--- src/hw/rtl/gauss3_ram.sv ---
// ----------------------------------------------------------------------------
// gauss3_ram: generic simple dual-port RAM
// One write port, one read port, registered read data (read-first).
// ----------------------------------------------------------------------------
module gauss3_ram #(
  parameter int unsigned WIDTH = 8,
  parameter int unsigned DEPTH = 16
) (
  input  logic                     clk,
  input  logic                     we,
  input  logic [$clog2(DEPTH)-1:0] waddr,
  input  logic [WIDTH-1:0]         wdata,
  input  logic                     re,
  input  logic [$clog2(DEPTH)-1:0] raddr,
  output logic [WIDTH-1:0]         rdata
);

  logic [WIDTH-1:0] mem [DEPTH];
  logic [WIDTH-1:0] rdata_r;

  always_ff @(posedge clk) begin
    if (we) begin
      mem[waddr] <= wdata;
    end
    if (re) begin
      rdata_r <= mem[raddr];  // old contents on a same-address write
    end
  end

  assign rdata = rdata_r;

endmodule
--- config.mk ---
export PLATFORM = sky130hd
export DESIGN_NAME = gauss3_ram
export DESIGN_NICKNAME = d
export VERILOG_FILES = /design/src/hw/rtl/gauss3_ram.sv
export SDC_FILE = /design/constraint.sdc
export NUM_CORES = 1
export LEC_CHECK = 0
export BUFFER_PORTS_ARGS = -buffer_cell sky130_fd_sc_hd__clkbuf_2
export CAP_MARGIN = 20
export CORE_ASPECT_RATIO = 2
export CORE_MARGIN = 2
export CORE_UTILIZATION = 40
export DETAILED_ROUTE_END_ITERATION = 6
export GPL_TIMING_DRIVEN = 0
export MAX_ROUTING_LAYER = met4
export PLACE_DENSITY = 0.55
export SLEW_MARGIN = 20
export SYNTH_ARGS = -nofsm -noshare
export SYNTH_HDL_FRONTEND = slang
export SYNTH_SLANG_ARGS = --single-unit
export TNS_END_PERCENT = 100
--- constraint.sdc ---
create_clock -name clk -period 2.1 [get_ports clk]
set_clock_uncertainty 0.15 [all_clocks]
set_input_delay 0.21 -clock clk [delete_from_list [all_inputs] [get_ports clk]]
set_output_delay 0.21 -clock clk [all_outputs]
set_load 0.05 [all_outputs]
* Word-level counts from Yosys, hierarchy flattened
Memories as Yosys holds them, arrays and structs flattened. A register that Yosys moved wholly into a read port is not among the register bits. Index checks and enable logic that the tools add are counted.
Cells by class: $add $sub $neg 0, multiply operators 0, div/mod/pow operators 0, order comparisons 0, eq/ne operators 0, shift-type cells 0, multiplexer cells 2, bitwise gates (word level) 0, reductions and logical operators 0
Operator list (number):
- two-way mux 1 bit | 2
Word-level totals: register bits 0, latch bits 0, bits in writable memories 128, bits in read-only memories 0, bits of input ports 19, output and inout bits 8, logic and storage cells 3, memories 1
Memory list:
- mem | words 16, width 8, rd ports 1, clocked after memory_dff 1, write ports 1, RTL line 18 | logic [WIDTH-1:0] mem [DEPTH];

* Depth between registers and ports, before layout
depth after elaboration 2, depth in mapped cells 5, gate-level depth less buffers 3

* Worst setup path before layout
Ideal clock, no wire load.
path kind input to register, from input waddr[2], to memory mem[0][0] (enable), library setup time 0.383 ns, data arrival time 1.320 ns, required time 1.567 ns, setup slack 0.247 ns, stages 2, path buffers 0, path through or3b_2 nor3_1
RTL lines:
- from (decl) | RTL line 11 | input logic [$clog2(DEPTH)-1:0] waddr,
- to (decl) | RTL line 18
Straight into the memory's write port.

==> impl_metrics.toml <==
[detailed_routing]
num_vias = 2354
drt.antenna.violating_nets = 0
drc = 0
drt_iter0_drcs = 146
detail_route.wl_per_cell_um = 23.9
drt_pass1_iterations = 4
viasPerCell = 5.37
route.final.wire_length_um = 10500

[sta]
finalSetupViolations = 0
finalCritPeriodShare = 0.829
maxClockFrequency_mhz = 574
worst_pin_slew_ns = 0.911
unrepaired_setup_endpoints_after_global_routing = "false"
final_critical_path_setup_slack_ns = 0.359
slew_headroom = 0.391
finalHoldViolations = 0
hold_ws_ns = 0.110
max_slew_violation_count = 0
finalWorstPathRequiredPeriod_ns = 1.74

[critical_path]
critical_path_arrival_ns = 1.74
crit_path_max_fanout = 1
cp.required_ns = 2.10
critical_path_endpoint_category = "flip-flop"
crit_start = "mem[0][1]"
worst_setup_path_start_kind = "flip-flop"
timing.setup.critical_path_class = "reg -> reg"
timing.rr.start = "mem[0][1]"

[synth]
synth_compound_gate_area_share = 0.0230
synth_seq_cells = 136
seq_area_frac_synth = 0.781
synth_mux_area_frac = 0.148
synthesis.yosys.warnings = 0
largest_family_of_logic_cells_by_synthesized_area = "multiplexers"
synth-simple-area-share = 0.0314
netlist-cell-type-count = 18
synthesized_instance_count = 229
post_synth_fa_ha_maj_area_fraction = 0
mappedNetlistArea_um2 = 5230
syn_nets = 248
post_synth_xor_area_fraction = 0
postSynthAreaPerCell_um2 = 22.8

[power_and_ir_drop]
internal_power_mw = 4.79
p_per_area_nw_per_um2 = 990
leakage_nw = 2.02
total_switching_power_mw = 1.25
ir_worst_vdd_mv = 0.586
p_comb_frac = 0.056
totalPowerFinal_mw = 6.04
part_of_the_total_power_dissipated_in_sequential_elements = 0.509
switching_share = 0.207
part_of_the_total_power_dissipated_in_the_clock_network = 0.435

[cells_and_area]
layout.cells.non_filler = 438
num-fill-cells = 1073
final_nets = 293
sequential_cell_area_um2 = 4080
area_of_the_multi_input_gates_um2 = 1080
layout-drive-gt1-share = 0.290
area_growth_pct = 16.6
antenna_cells_inserted = 0

[clock_network]
cts_root_buf = "sky130_fd_sc_hd__clkbuf_16"
cts.reportedPaths.clkPinSlew_ns = 0.05
clock_sinks = 136
worstSkewPairLatency_ns = 0.41
cts_tree = "done"
numCtsBuffers = 17
cts_setup_buffers = 0
cts.htree.levels = 4
max_root_sink_buffers = 2

[worst_hold_path]
hold_path.class = "in -> reg"
hold_start = "wdata[6]"

[die]
floorplan.initialDensity = 0.405
dieWidth_um = 84.8
chipHeight_um = 166
num_rows = 59
boundaryPins = 27
placeableCoreArea_um2 = 12900
dieArea_um2 = 14100

[placed_design]
placed_cells = 406
io_buffer_count = 25
dp_worst_setup_slack_ns = 0.0440
gp_routability_congestion = 0.833
place.detailed.hpwl_um = 7100

[global_route]
grt_start_max_net_pins = 17
overflow = 0
track_usage = 0.166
wire_length_of_the_first_global_routing_pass_um = 15600
first_global_vias = 2514
grt_antenna_before_repair = 0

[job]
max_cap_violations = 0

[outcome]
status = "complete, no violations"
[per-layer routing]
layer  GRT usage  part of all wire  vias up
met4      0.0697             0.022        0
li1            -                 -     1075
met3      0.0374             0.033       14
met5           -                 0        -
met1       0.179              0.38     1200
met2       0.289              0.57       65
[power groups by stage]
stage               logic [mW]  clock network, mW  registers (mW)
floorplan                0.154                  0            3.17
global placement         0.337                  0            3.13
detailed placement       0.346                  0            3.13
CTS                      0.348               2.69            3.07
global route             0.362               2.80            3.08
finish                   0.338               2.63            3.07
[logic make-up after synthesis]
group                  Yosys count
flip-flops                     136
multiplexers                    32
buffers and inverters           10
AND/OR/NAND/NOR                 35
AO/OA/AOI/OAI                   16
[synth_stat cells, drive strengths merged]
cell type	count	share of area
and2b	1	0.0014
nand2	9	0.0065
edfxtp	136	0.78
nand3b	2	0.0029
and2	1	0.0012
nand3	1	0.00096
nand2b	2	0.0024
nor2	13	0.0093
a22oi	16	0.023
nor3	4	0.0038
or3b	1	0.0017
nor2b	1	0.0012
mux4	32	0.15
clkdlybuf4s25	3	0.0057
buf	7	0.011
[sequential cells by signal, indices dropped and copies added, names as in the netlist]
| register | cells |
|---|---|
| mem | 128 |
| rdata | 8 |
[worst paths after layout]
| kind | endpoint | slack [ns] | depth (start not counted) |
|---|---|---|---|
| setup / recovery | rdata[1] | 0.36 | 3 |
| hold / removal | mem[14][6] | 0.11 | 1 |
| setup reg to reg | rdata[1] | 0.36 | 3 |
| hold reg to reg | rdata[2] | 0.62 | 3 |
[critical path, stage by stage (launching register included)]
cell and delay [ns]:
sky130_fd_sc_hd__edfxtp_1 0.36, sky130_fd_sc_hd__mux4_1 0.57, sky130_fd_sc_hd__a22oi_1 0.30, sky130_fd_sc_hd__nand2_1 0.10
[metrics by stage]
stage          setup TNS (ns)  area (um2)  utilization
2_1_floorplan               0        5230            -
3_3_place_gp            -4.47        5540        0.429
3_5_place_dp                0        5560        0.431
4_1_cts                     0        6100        0.472
5_1_grt                     0        6100        0.472
6_report                    0        6100        0.472
[cell type report]
class / count / share of cell area
Buffer: 10 / 0.0142
Clock buffer: 22 / 0.0729
Clock inverter: 9 / 0.0129
Multi-Input combinational cell: 83 / 0.177
Sequential cell: 136 / 0.670
Tap cell: 152 / 0.0312
Timing Repair Buffer: 26 / 0.0222
[what timing repair did]
action | 4_1_cts | 5_1_grt
hold buffers | 1 | 0
endpoints found under the hold margin | 8 | 0
resized for setup | 0 | 0
[cells in the final DEF (no fill, tap or decap)]
| cell | instances |
|---|---|
| sky130_fd_sc_hd__clkinv_2 | 4 |
| sky130_fd_sc_hd__mux4_2 | 18 |
| sky130_fd_sc_hd__clkinvlp_4 | 1 |
| sky130_fd_sc_hd__nand2b_1 | 2 |
| sky130_fd_sc_hd__dlygate4sd3_1 | 1 |
| sky130_fd_sc_hd__clkbuf_2 | 25 |
| sky130_fd_sc_hd__clkinv_1 | 1 |
| sky130_fd_sc_hd__nor2b_1 | 1 |
| sky130_fd_sc_hd__or3b_2 | 1 |
| sky130_fd_sc_hd__and2_1 | 1 |
| sky130_fd_sc_hd__a22oi_1 | 16 |
| sky130_fd_sc_hd__clkinv_4 | 2 |
| sky130_fd_sc_hd__buf_2 | 3 |
| sky130_fd_sc_hd__buf_6 | 3 |
| sky130_fd_sc_hd__nand2_1 | 9 |
| sky130_fd_sc_hd__clkbuf_16 | 17 |
| sky130_fd_sc_hd__mux4_1 | 14 |
| sky130_fd_sc_hd__nor3_2 | 4 |
| sky130_fd_sc_hd__clkbuf_1 | 5 |
| sky130_fd_sc_hd__nand3b_1 | 2 |
| sky130_fd_sc_hd__edfxtp_1 | 136 |
| sky130_fd_sc_hd__bufinv_16 | 1 |
| sky130_fd_sc_hd__and2b_1 | 1 |
| sky130_fd_sc_hd__nor2_1 | 13 |
| sky130_fd_sc_hd__buf_4 | 1 |
| sky130_fd_sc_hd__nand3_1 | 1 |
| sky130_fd_sc_hd__clkdlybuf4s25_2 | 3 |
Note: power is estimated with default switching activity, not from simulation.
